**config.mk**
```make
export PLATFORM = sky130hd
export DESIGN_NAME = bsc_ctrl
export DESIGN_NICKNAME = d
export VERILOG_FILES = /design/src/hdl/bsc_pkg.sv /design/src/hdl/bsc_ctrl.sv
export SDC_FILE = /design/constraint.sdc
export NUM_CORES = 1
export LEC_CHECK = 0
export BUFFER_PORTS_ARGS = -buffer_cell sky130_fd_sc_hd__buf_4
export CORE_MARGIN = 2
export CORE_UTILIZATION = 35
export CTS_CLUSTER_DIAMETER = 200
export CTS_CLUSTER_SIZE = 10
export DETAILED_ROUTE_END_ITERATION = 10
export GPL_ROUTABILITY_DRIVEN = 0
export PLACE_DENSITY_LB_ADDON = 0.25
export SLEW_MARGIN = 0
export SYNTH_ARGS = -nofsm -noshare
export SYNTH_HDL_FRONTEND = slang
export SYNTH_SLANG_ARGS = --single-unit
```
**constraint.sdc**
```tcl
create_clock -name clk_i -period 2.1 [get_ports clk_i]
set_input_delay 0.21 -clock clk_i [delete_from_list [all_inputs] [get_ports clk_i]]
set_output_delay 0.21 -clock clk_i [all_outputs]
set_load 0.02 [all_outputs]
```
**src/hdl/bsc_pkg.sv**
```systemverilog
package bsc_pkg;

  // Field widths of the transactions and the configuration port
  localparam int RawW  = 19;
  localparam int ValW  = 21;
  localparam int CfgW  = 48;
  localparam int CfgIdxW = 3;

  // Datapath widths: shared multiplier operands, wide intermediates, divider
  localparam int MulW  = 33;
  localparam int WideW = 64;
  localparam int DivW  = 32;

  // Constants of the compensation formulas
  localparam logic signed [WideW-1:0] TempOffset  = 64'sd4000;
  localparam logic signed [WideW-1:0] TempRound   = 64'sd8;
  localparam logic signed [WideW-1:0] B4Offset    = 64'sd32768;
  localparam logic signed [WideW-1:0] QuarterRnd  = 64'sd2;
  localparam logic signed [WideW-1:0] PressOffset = 64'sd3791;
  localparam logic signed [MulW-1:0]  PressCoefA  = 33'sd3038;
  localparam logic signed [MulW-1:0]  PressCoefB  = -33'sd7357;
  localparam logic [15:0]             PressScale  = 16'd50000;
  localparam logic signed [WideW-1:0] ValMax      = 64'sd1048575;
  localparam logic signed [WideW-1:0] ValMin      = -64'sd1048576;

  // Configuration register indexes
  typedef enum logic [CfgIdxW-1:0] {
    CFG_AC123 = 3'd0,
    CFG_AC456 = 3'd1,
    CFG_B12   = 3'd2,
    CFG_MCMD  = 3'd3,
    CFG_OSS   = 3'd4
  } cfg_idx_e;

  // Result error codes
  typedef enum logic [1:0] {
    ERR_OK     = 2'd0,
    ERR_DIV0   = 2'd1,
    ERR_NOTEMP = 2'd2
  } err_e;

  // Controller states
  typedef enum logic [1:0] {
    ST_IDLE,
    ST_STEP,
    ST_DIV_WAIT,
    ST_DONE
  } ctrl_state_e;

  // Datapath step codes
  typedef enum logic [5:0] {
    OP_NONE,
    OP_DISPATCH,
    OP_T_M0, OP_T_M1, OP_T_M2, OP_T_M3, OP_T_M4,
    OP_P_M0, OP_P_M1, OP_P_M2, OP_P_M3, OP_P_M4, OP_P_M5, OP_P_M6,
    OP_P_M7, OP_P_M8, OP_P_M9, OP_P_M10, OP_P_M11, OP_P_M12, OP_P_M13,
    OP_P_DIV,
    OP_P_M14, OP_P_M15, OP_P_M16, OP_P_M17, OP_P_M18, OP_P_M19, OP_P_M20,
    OP_P_M21
  } op_e;

  typedef struct packed {
    op_e  op;
    logic load_in;
    logic div_start;
    logic load_out;
  } bsc_cmd_t;

  typedef struct packed {
    logic act;
    logic temp_seen;
    logic den_zero;
    logic b4_zero;
    logic div_done;
  } bsc_sts_t;

  // Clamp a wide signed value to the result range
  function automatic logic signed [ValW-1:0] sat_val(input logic signed [WideW-1:0] v);
    logic signed [WideW-1:0] r;
    if (v > ValMax) begin
      r = ValMax;
    end else if (v < ValMin) begin
      r = ValMin;
    end else begin
      r = v;
    end
    return r[ValW-1:0];
  endfunction

endpackage

```
**src/hdl/bsc_ctrl.sv**
```systemverilog
module bsc_ctrl (
  input  logic               clk_i,
  input  logic               rst_ni,
  input  logic               in_valid_i,
  output logic               in_ready_o,
  output logic               out_valid_o,
  input  logic               out_ready_i,
  output bsc_pkg::bsc_cmd_t  cmd_o,
  input  bsc_pkg::bsc_sts_t  sts_i
);
  import bsc_pkg::*;

  ctrl_state_e state_q, state_d;
  op_e         op_q, op_d;
  logic        out_valid_q, out_valid_d;

  always_ff @(posedge clk_i or negedge rst_ni) begin
    if (!rst_ni) begin
      state_q     <= ST_IDLE;
      op_q        <= OP_NONE;
      out_valid_q <= 1'b0;
    end else begin
      state_q     <= state_d;
      op_q        <= op_d;
      out_valid_q <= out_valid_d;
    end
  end

  // Step sequencing and handshake control
  always_comb begin
    state_d     = state_q;
    op_d        = op_q;
    out_valid_d = out_valid_q;
    in_ready_o  = 1'b0;
    cmd_o       = '{op: OP_NONE, load_in: 1'b0, div_start: 1'b0, load_out: 1'b0};
    if (out_valid_q && out_ready_i) begin
      out_valid_d = 1'b0;
    end
    unique case (state_q)
      ST_IDLE: begin
        in_ready_o = 1'b1;
        if (in_valid_i) begin
          cmd_o.load_in = 1'b1;
          op_d          = OP_DISPATCH;
          state_d       = ST_STEP;
        end
      end
      ST_STEP: begin
        cmd_o.op = op_q;
        unique case (op_q)
          OP_DISPATCH: begin
            if (!sts_i.act) begin
              op_d = OP_T_M0;
            end else if (sts_i.temp_seen) begin
              op_d = OP_P_M0;
            end else begin
              op_d    = OP_NONE;
              state_d = ST_DONE;
            end
          end
          OP_T_M0: op_d = OP_T_M1;
          OP_T_M1: op_d = OP_T_M2;
          OP_T_M2: op_d = OP_T_M3;
          OP_T_M3: begin
            if (sts_i.den_zero) begin
              op_d    = OP_NONE;
              state_d = ST_DONE;
            end else begin
              cmd_o.div_start = 1'b1;
              op_d            = OP_T_M4;
              state_d         = ST_DIV_WAIT;
            end
          end
          OP_P_M0:  op_d = OP_P_M1;
          OP_P_M1:  op_d = OP_P_M2;
          OP_P_M2:  op_d = OP_P_M3;
          OP_P_M3:  op_d = OP_P_M4;
          OP_P_M4:  op_d = OP_P_M5;
          OP_P_M5:  op_d = OP_P_M6;
          OP_P_M6:  op_d = OP_P_M7;
          OP_P_M7:  op_d = OP_P_M8;
          OP_P_M8:  op_d = OP_P_M9;
          OP_P_M9:  op_d = OP_P_M10;
          OP_P_M10: op_d = OP_P_M11;
          OP_P_M11: op_d = OP_P_M12;
          OP_P_M12: begin
            if (sts_i.b4_zero) begin
              op_d    = OP_NONE;
              state_d = ST_DONE;
            end else begin
              op_d = OP_P_M13;
            end
          end
          OP_P_M13: op_d = OP_P_DIV;
          OP_P_DIV: begin
            cmd_o.div_start = 1'b1;
            op_d            = OP_P_M14;
            state_d         = ST_DIV_WAIT;
          end
          OP_P_M14: op_d = OP_P_M15;
          OP_P_M15: op_d = OP_P_M16;
          OP_P_M16: op_d = OP_P_M17;
          OP_P_M17: op_d = OP_P_M18;
          OP_P_M18: op_d = OP_P_M19;
          OP_P_M19: op_d = OP_P_M20;
          OP_P_M20: op_d = OP_P_M21;
          default: begin
            op_d    = OP_NONE;
            state_d = ST_DONE;
          end
        endcase
      end
      ST_DIV_WAIT: begin
        if (sts_i.div_done) begin
          state_d = ST_STEP;
        end
      end
      ST_DONE: begin
        if (!out_valid_q || out_ready_i) begin
          cmd_o.load_out = 1'b1;
          out_valid_d    = 1'b1;
          state_d        = ST_IDLE;
        end
      end
      default: state_d = ST_IDLE;
    endcase
  end

  assign out_valid_o = out_valid_q;

endmodule

```
# Word-level counts from Yosys, hierarchy flattened
# Index checks and enable logic that the tools add are counted.
[word_totals]
ff_bits = 9
inputBits = 9
out_inout_bits = 11
elab_cells = 76
[op_classes]
n_eq_ne = 37
n_mux = 28
n_reduce_logical = 8
[op_table]
columns = ["operator", "n"]
rows = [
  ["6-bit case mux with 27 select lines", 1],
  ["6-bit by 5-bit == test with 1-bit output, second input constant", 13],
  ["6-bit by 4-bit == test with 1-bit output, second input constant", 8],
  ["23-bit OR reduction", 1],
  ["6-bit by 3-bit == test with 1-bit output, second input constant", 3],
  ["6-bit by 2-bit == test with 1-bit output, second input constant", 2],
  ["2-bit two-way mux", 6],
  ["6-bit two-way mux", 2],
  ["6-bit case mux with 2 select lines", 1],
  ["1-bit two-way mux", 11],
  ["2-bit case mux with 5 select lines", 1],
  ["3-bit two-way mux", 3],
  ["3-bit inequality test, second input constant", 3],
  ["2-bit inequality test, second input constant", 4],
  ["2-bit case mux with 4 select lines", 1],
  ["7-bit AND reduction", 1],
  ["6-bit by 1-bit == test with 1-bit output, second input constant", 1],
  ["5-bit two-way mux", 1],
  ["2-bit == test, second input constant", 2],
  ["2-bit by 1-bit == test with 1-bit output, second input constant", 1],
  ["2-bit zero test", 1],
  ["1-bit case mux with 2 select lines", 1],
  ["2-bit AND reduction", 1],
  ["2-bit nonzero test", 1],
  ["3 further kinds", 3],
]

# Depth between registers and ports, before layout
# Gate-level depths: netlist of the first run.
[logic_depth]
depth_word = 4
depth_mapped = 6
mapped_depth_nobuf = 4

# Worst setup path before layout of the first run
# OpenSTA, ideal clock, no wires.
[synth_timing]
path_kind = "register to register"
from = "register op_q[4]"
to = "register op_q[0]"
setup_time_ps = 80
t_arrival_ps = 1435
t_required_ps = 2020
path_slack_ps = 586
path_stages_with_launch = 5
path_buffers = 0
period_less_slack_ps = 1514
cell_sequence = "dfrtp_1 or3_4 o31a_1 a311o_1 o22ai_2"
[synth_between]
elab_chain_cells = 3
word_cells_on_any_way = 29
classes_between = "27 x eq/ne; 2 x mux"
[synth_lines]
columns = ["element", "line", "source"]
rows = [
  ["start: declaration", "bsc_ctrl.sv:14", "op_e op_q, op_d;"],
  ["start signal: assignment", "bsc_ctrl.sv:24", "op_q <= op_d;"],
  ["6-bit by 5-bit == test with 1-bit output, or another cell as far along", "bsc_ctrl.sv:50", "unique case (op_q)"],
  ["6-bit case mux with 27 select lines *", "bsc_ctrl.sv:50", ""],
  ["6-bit case mux with 2 select lines *", "bsc_ctrl.sv:39", "unique case (state_q)"],
]
# Every way passes the cells marked *; elsewhere a longest branch is shown, timed or not.
# A chain may end at the register's enable or synchronous reset.

==> impl_metrics.ini, run 1 <==
[run_status]
status = finished clean

[sta]
finalHoldViolCount = 0
rsz0062_at_grt = false
final_max_slew_viol_count = 0
skew_ns = 0.000235
setup_ws_ns = 0.333
worst_pin_slew_ns = 0.525
finalSetupViolations = 0
post-route-period-util = 0.842
relSlewSlack = 0.650
period_minus_slack_ns = 1.77
fin_tns_setup_ns = 0
max_freq_mhz = 566

[clock_tree]
cts_setup_buffers = 0
cts_tree = done
clk_latency_ns = 0.25
cts.htree.levels = 1
hold_buffers = 1
cts.sinks = 8
post_cts_resized = 0
cts-root-buf = clkbuf_4
cts_made_buffers = 3
clk_pin_slew_ns = 0.05
clk_path_buf_depth = 2

[logic_synthesis]
synthesis.nets = 112
async_reset_ff_frac = 1.00
synth_compound_area_frac = 0.311
synth_seq_area_share = 0.252
ys_seq_elements = 8
avgSynthCellArea_um2 = 7.73
synthesis.area_um2 = 796
synthCells = 103
yosys_most_used_dff = dfrtp_1
synth_warnings = 0
synth_cell_type_count = 39
synth_top_family_by_area = compound AO/OA/AOI/OAI gates
synth_fa_ha_area_frac = 0
synth_mux_area_frac = 0.0283
synthXorXnorAreaFrac = 0.0330
synth_edf_count = 0
yosys.area_share.simple = 0.297

[finish]
stdcell_count = 147
fillers = 233
area_growth_pct = 22.8
antenna_cells = 0
final_nets = 130
drive_above_1_share = 0.244

[floorplan]
die_y_um = 51.7
fp.dieW_um = 51.7
ioPinCount = 20
design.core.area_mm2 = 0.00219
die-area_mm2 = 0.00267
initial_core_util = 0.363
num_rows = 17

[run]
drv_cap = 0

[power_and_ir_drop]
powerDensity_mw_per_mm2 = 1280
cellLeakagePower_nw = 0.418
vdd_drop_max_v = 0.000509
fin_total_pwr_mw = 1.25

[global_route]
grt_max_degree = 23
antenna_found_initial = 0
track_usage = 0.157
grt_pass1_wl_um = 3150
grt_pass1_vias = 650
overflow = 0

[critical_path]
start_kind = flop
cp_max_fo = 19
r2r_slack_ns = 0.46
cp.arrival_ns = 1.56
cpMaxStageDelayCell = dfrtp_1
cp_cell_sequence = nor2b_1 > nand4b_1 > nor2_1 > buf_4
max_stage_delay_ns = 0.67
path_class = flop to output pin
setup.worst_path.end_class = output pin
required_ns = 1.89

[route]
wl_per_cell_um = 13.3
drt_pass1_iterations = 5
ant_nets = 0
first_iter_violations = 15
vias_per_cell = 5.33
drc = 0
routed-via-count = 784
wl_um = 1950

[placement]
portBuffers = 18
post-place-ws_ns = 0.478
dp_hpwl_um = 1460
placed_cells = 143

[worst_hold_path]
hp-class = input pin to flop
==> flip-flops by register name (all words and copies together), names as in the netlist <==
name / cells
state_q: 2
out_valid_o: 1
op_q: 5
==> power breakdown <==
| part | switching (mW) | total, mW | internal, mW |
|---|---|---|---|
| registers | 0.117 | 0.328 | 0.211 |
| clock network | 0.0521 | 0.117 | 0.0654 |
| logic | 0.421 | 0.810 | 0.389 |
==> per-stage QoR <==
| stage | cell area, µm² | util | hold slack [ns] |
|---|---|---|---|
| floorplan | 796 | - | -0.0856 |
| global placement | 945 | 0.431 | 0.0327 |
| detailed placement | 945 | 0.431 | 0.0340 |
| CTS | 977 | 0.446 | 0.274 |
| global route | 977 | 0.446 | 0.278 |
| finish | 977 | 0.446 | 0.281 |
==> critical path: cells and delay by family, from the launching register on <==
kind / cells / cell delay [ns]
buffers and inverters: 1 / 0.15
DFF: 1 / 0.67
and+or+nand+nor: 3 / 0.49
==> layout make-up <==
| type | count | area, µm² | share of cell area |
|---|---|---|---|
| Clock buffer | 3 | 22.5 | 0.0230 |
| Inverter | 2 | 7.51 | 0.00768 |
| Multi-Input combinational cell | 83 | 537 | 0.549 |
| Sequential cell | 8 | 200 | 0.205 |
| Tap cell | 28 | 35.0 | 0.0359 |
| Timing Repair Buffer | 23 | 175 | 0.179 |
==> path summary, 6_finish.rpt <==
| kind | endpoint | start | cells past startpoint |
|---|---|---|---|
| min in group asynchronous | out_valid_o$_DFF_PN0_ | rst_ni | 2 |
| max | cmd_o[1] | op_q[0]$_DFFE_PN0P_ | 4 |
| max reg2reg | state_q[0]$_DFFE_PN0P_ | op_q[0]$_DFFE_PN0P_ | 3 |
| min reg2reg | out_valid_o$_DFF_PN0_ | state_q[1]$_DFFE_PN0P_ | 2 |
| max in group asynchronous | op_q[1]$_DFFE_PN0P_ | rst_ni | 2 |
| min | out_valid_o$_DFF_PN0_ | out_ready_i | 3 |
==> layer usage <==
metal | GRT usage | vias up | part of all wire | wire, µm
met2 | 0.237 | 19 | 0.48 | 937
li1 | - | 406 | - | -
met5 | 0 | - | 0 | 0
met3 | 0.0172 | 2 | 0.035 | 69
met1 | 0.233 | 357 | 0.48 | 927
met4 | 0.0526 | 0 | 0.0082 | 16
==> kinds of logic after synthesis <==
kind of cell / Yosys count
AND/OR/NAND/NOR: 43
AO/OA/AOI/OAI: 35
buffers and inverters: 12
flip-flops: 8
XOR/XNOR: 3
multiplexers: 1
other: 1
==> synth_stat cells, drive strengths merged, types with 2 or more instances <==
master  count  share of area
nor2b       3          0.024
and2        6          0.047
nor3        2          0.013
o21bai      2          0.019
nand2b      3          0.024
nand3b      3          0.028
or3         2          0.022
dfrtp       8           0.25
o21ai       9          0.057
a211oi      2          0.019
buf         9          0.060
xnor2       3          0.033
a211o       2          0.022
a21oi       4          0.025
o31a        2          0.022
nor2        8          0.038
inv         2         0.0094
nand2      11          0.052
a31oi       3          0.024
a22o        2          0.022
==> layout by cell type (no fill, tap or decap), types with 3 or more instances in the layout <==
master / n
nor2_1: 8
nand2_1: 11
a21oi_1: 4
nand3b_1: 3
buf_4: 22
o21ai_0: 9
nand2b_1: 3
nor2b_1: 3
clkbuf_4: 3
dfrtp_1: 8
xnor2_1: 3
and2_1: 6
a31oi_1: 3
(Power assumes the default switching activity.)
==> run 2: changes to the inputs <==
- clock period: 2.1 -> 1.4 ns (I/O delays scaled with it)
==> impl_metrics.ini, run 2 (synthesis gave the netlist of run 1 again) <==
[run_status]
status = finished with violations
failed_checks = setup timing

[global_route]
overflow = 0
grt_pass1_vias = 875
antenna_found_initial = 0
grt_pass1_wl_um = 3970
track_usage = 0.201
grt_max_degree = 14

[route]
wl_per_cell_um = 15.7
ant_nets = 0
vias_per_cell = 5.54
first_iter_violations = 25
drc = 0
wl_um = 2860
drt_pass1_iterations = 4
routed-via-count = 1008

[sta]
skew_ns = 0.00148
setup_ws_ns = -0.241
rsz0062_at_grt = true
finalHoldViolCount = 0
fin_tns_setup_ns = -1.34
post-route-period-util = 1.17
finalSetupViolations = 9
max_freq_mhz = 609
final_max_slew_viol_count = 0
period_minus_slack_ns = 1.64

[finish]
layout_common_cells = 40 x buf_4, 17 x buf_6, 10 x nand2_1
stdcell_count = 182
drive_above_1_share = 0.584
final_nets = 165
antenna_cells = 0
fillers = 173
regArea_um2 = 205
area_growth_pct = 78.0
final_common_cell = buf_4
regMostFlops = op_q
largest_reg_flops = 5
design_area_mm2 = 0.00142
multi_input_area_um2 = 644

[clock_tree]
cts_tree = done
cts.sinks = 8
clk_latency_ns = 0.25
cts.htree.levels = 1
clk_path_buf_depth = 2
cts_made_buffers = 3
cts-root-buf = clkbuf_4
clk_pin_slew_ns = 0.05

[critical_path]
setup.worst_path.end_class = flop
required_ns = 1.57
cp.arrival_ns = 1.81
cp_max_fo = 2
start_kind = flop
path_class = flop to flop
reg2regPathDepth = 5

[placement]
post-place-ws_ns = -0.191
placed_cells = 163
dpl_cell_area_mm2 = 0.00109
portBuffers = 18
dp_hpwl_um = 1660

[power_and_ir_drop]
vdd_drop_max_v = 0.00144
cellLeakagePower_nw = 0.639
p_clk_frac = 0.058
p_int_mw = 1.65
powerDensity_mw_per_mm2 = 2050
switchingPower_mw = 1.24
switching_share = 0.429
seq_power_share = 0.159
fin_total_pwr_mw = 2.90
pwr-share-comb = 0.783

[floorplan]
fp.dieW_um = 51.7
design.core.area_mm2 = 0.00219
die_y_um = 51.7
initial_core_util = 0.363
num_rows = 17
ioPinCount = 20
die-area_mm2 = 0.00267

[run]
drv_cap = 0

[worst_hold_path]
hp-class = input pin to flop
min_path_cells = 3
## run 2: cell count changes in the layout (fill, tap and decap cells not counted), sizes merged
cell,previous run,this run
buf,22,57
## run 2: repair_timing
item | CTS | global route
endpoints found under the setup margin | 12 | 13
pin swaps | 4 | 10
endpoints found under the hold margin | 8 | 0
setup buffers | 9 | 6
hold buffers | 1 | 0
gates resized for setup | 28 | 23
## run 2: worst paths after layout
kind / from / to / slack [ns]
worst min register to register: state_q[0]$_DFFE_PN0P_ / out_valid_o$_DFF_PN0_ / 0.64
worst max register to register: op_q[3]$_DFFE_PN0P_ / op_q[0]$_DFFE_PN0P_ / -0.24
min in group asynchronous: rst_ni / op_q[2]$_DFFE_PN0P_ / 0.24
worst min-delay path: in_valid_i / op_q[0]$_DFFE_PN0P_ / 0.22
worst max-delay path: op_q[3]$_DFFE_PN0P_ / op_q[0]$_DFFE_PN0P_ / -0.24
max in group asynchronous: rst_ni / op_q[0]$_DFFE_PN0P_ / 1.02
## run 2: cell type report
class,count,share of cell area
timing repair buffer,58,0.354
tap,28,0.0247
sequential,8,0.145
inverter,2,0.00530
multi-input combinational,83,0.455
clock buffer,3,0.0159
## run 2: metal layers
metal,routed length (µm),global-route usage
met1,1170,0.264
met2,1470,0.316
met3,126,0.0489
met4,90,0.0789
met5,0,0
## run 2: through the flow
| step | hold WS (ns) | utilization |
|---|---|---|
| final | 0.216 | 0.646 |
| after CTS | 0.198 | 0.589 |
| after floorplan | -0.156 | - |
| after global routing | 0.203 | 0.646 |
| after detailed placement | -0.0414 | 0.500 |
| after global placement | -0.0402 | 0.500 |
## run 2: power groups by stage
stage / Clock (mW) / Sequential, mW / Combinational [mW]
after floorplan: 0 / 0.413 / 0.960
after global placement: 0 / 0.447 / 1.55
after detailed placement: 0 / 0.450 / 1.56
after CTS: 0.172 / 0.434 / 1.92
after global routing: 0.192 / 0.470 / 2.40
final: 0.169 / 0.460 / 2.27
## run 2: worst max-delay path, cell delays in order (launching register included)
cell	delay, ns
dfrtp_1	0.40
buf_6	0.12
or3_4	0.33
o31a_1	0.29
a311o_1	0.28
o22ai_2	0.14
==> run 3: changes to the inputs <==
- CORE_MARGIN: 2 -> 8
- clock period: 1.4 -> 1.6 ns (I/O delays scaled with it)
==> impl_metrics.ini, run 3 (synthesis gave the netlist of run 1 again) <==
[finish]
fillers = 210
drive_above_1_share = 0.336
area_growth_pct = 36.5
regMostFlops = op_q
antenna_cells = 0
final_common_cell = buf_4
layout_common_cells = 28 x buf_4, 11 x nand2_1, 9 x o21ai_0
final_nets = 139
largest_reg_flops = 5

[route]
ant_nets = 0
wl_per_cell_um = 14.0
wl_um = 2190
drc = 0
routed-via-count = 832
drt_pass1_iterations = 4
vias_per_cell = 5.33
first_iter_violations = 27

[power_and_ir_drop]
powerDensity_mw_per_mm2 = 1680
vdd_drop_max_v = 0.00102
cellLeakagePower_nw = 0.471

[critical_path]
cpMaxStageDelayCell = or3_4
cp.arrival_ns = 1.72
crit_family = compound AO/OA/AOI/OAI gates
cp_max_fo = 3
rr_startpoint = op_q[4]$_DFFE_PN0P_
setup.worst_path.start = op_q[4]$_DFFE_PN0P_
start_kind = flop
required_ns = 1.78
setup.worst_path.end_class = flop
path_class = flop to flop
cp_cell_sequence = or3_4 > o31a_1 > a311o_1 > o22ai_2
max_stage_delay_ns = 0.40
cp_num_buf_inv = 0
cp.depth = 4
cp-endpoint = op_q[0]$_DFFE_PN0P_
reg2regPathDepth = 4
r2r-end = op_q[0]$_DFFE_PN0P_
r2r_slack_ns = 0.05

[clock_tree]
cts-root-buf = clkbuf_4
clk_latency_ns = 0.25
clk_pin_slew_ns = 0.05
cts.htree.levels = 1
cts_tree = done
clk_path_buf_depth = 2
cts.sinks = 8
cts_made_buffers = 3

[global_route]
grt_use_met1 = 0.139
met2_usage = 0.177
grt_pass1_wl_um = 3630
met3_usage = 0.0159
track_usage = 0.108
antenna_found_initial = 0
overflow = 0
grt_pass1_vias = 773
grt_max_degree = 17
gr-max-usage-layer = met2

[placement]
dp_hpwl_um = 1680
portBuffers = 18
post-place-ws_ns = 0.0518

[run]
drv_cap = 0

[floorplan]
initial_core_util = 0.363
ioPinCount = 20
fp.dieW_um = 63.7
design.core.area_mm2 = 0.00219
num_rows = 17
die_y_um = 63.7
die-area_mm2 = 0.00406

[sta]
max_freq_mhz = 647
setup_ws_ns = 0.0542
final_max_slew_viol_count = 0
fin_tns_setup_ns = 0
period_minus_slack_ns = 1.55
post-route-period-util = 0.966
skew_ns = 0.000701
finalHoldViolCount = 0
finalSetupViolations = 0
rsz0062_at_grt = true

[run_status]
status = finished clean

[worst_hold_path]
hp-class = input pin to flop
==> run 3: cell types whose count changed in the layout (fill, tap and decap cells not counted), sizes merged <==
cell / previous run / this run
buf: 57 / 31
==> run 3: tightest hold or removal path, delay by kind of cell <==
family                 cells  cell delay (ns)
AOI/OAI and AO/OA          2             0.16
buffers and inverters      1             0.09
==> run 3: worst min path at each step <==
stage / from / cells after the start / slack, ns / endpoint
after floorplan: rst_ni / 0 / -0.14 / op_q[0]$_DFFE_PN0P_
after global placement: rst_ni / 1 / -0.02 / out_valid_o$_DFF_PN0_
after detailed placement: rst_ni / 1 / -0.02 / out_valid_o$_DFF_PN0_
after CTS: in_valid_i / 3 / 0.21 / op_q[0]$_DFFE_PN0P_
after global routing: in_valid_i / 3 / 0.24 / op_q[0]$_DFFE_PN0P_
final: in_valid_i / 3 / 0.21 / op_q[0]$_DFFE_PN0P_
==> run 3: stage by stage <==
stage | hold WS (ns) | util | std cells | cell area [µm²] | power [mW]
2_1_floorplan | -0.136 | - | 103 | 796 | 1.20
3_3_place_gp | -0.0162 | 0.464 | 151 | 1020 | 1.62
3_5_place_dp | -0.0167 | 0.464 | 151 | 1020 | 1.63
4_1_cts | 0.205 | 0.479 | 155 | 1050 | 1.79
5_1_grt | 0.239 | 0.496 | 156 | 1090 | 1.98
6_report | 0.208 | 0.496 | 156 | 1090 | 1.82
==> run 3: repair_timing <==
| action | in CTS | in global routing |
|---|---|---|
| buffers inserted | 0 | 1 |
| endpoints found under the setup margin | 0 | 9 |
| hold buffers | 1 | 0 |
| hold endpoints to repair | 8 | 0 |
| resized for setup | 0 | 8 |
==> run 3: layout make-up <==
cell class                 instances  area (µm²)  area share
clock buffer                       3        22.5      0.0207
tap                               28        35.0      0.0323
multi-input combinational         83         552       0.508
sequential                         8         203       0.187
inverter                           2        7.51     0.00691
timing repair buffer              32         267       0.245
==> run 3: routing by layer <==
| metal | share of wire | up-vias |
|---|---|---|
| met5 | 0 | - |
| met4 | 0.0087 | 0 |
| met3 | 0.032 | 4 |
| met2 | 0.49 | 16 |
| met1 | 0.47 | 386 |
| li1 | - | 426 |
==> run 3: where the power goes <==
| part | switching [mW] | internal, mW |
|---|---|---|
| clock network | 0.0686 | 0.0858 |
| registers | 0.120 | 0.282 |
| logic | 0.631 | 0.634 |
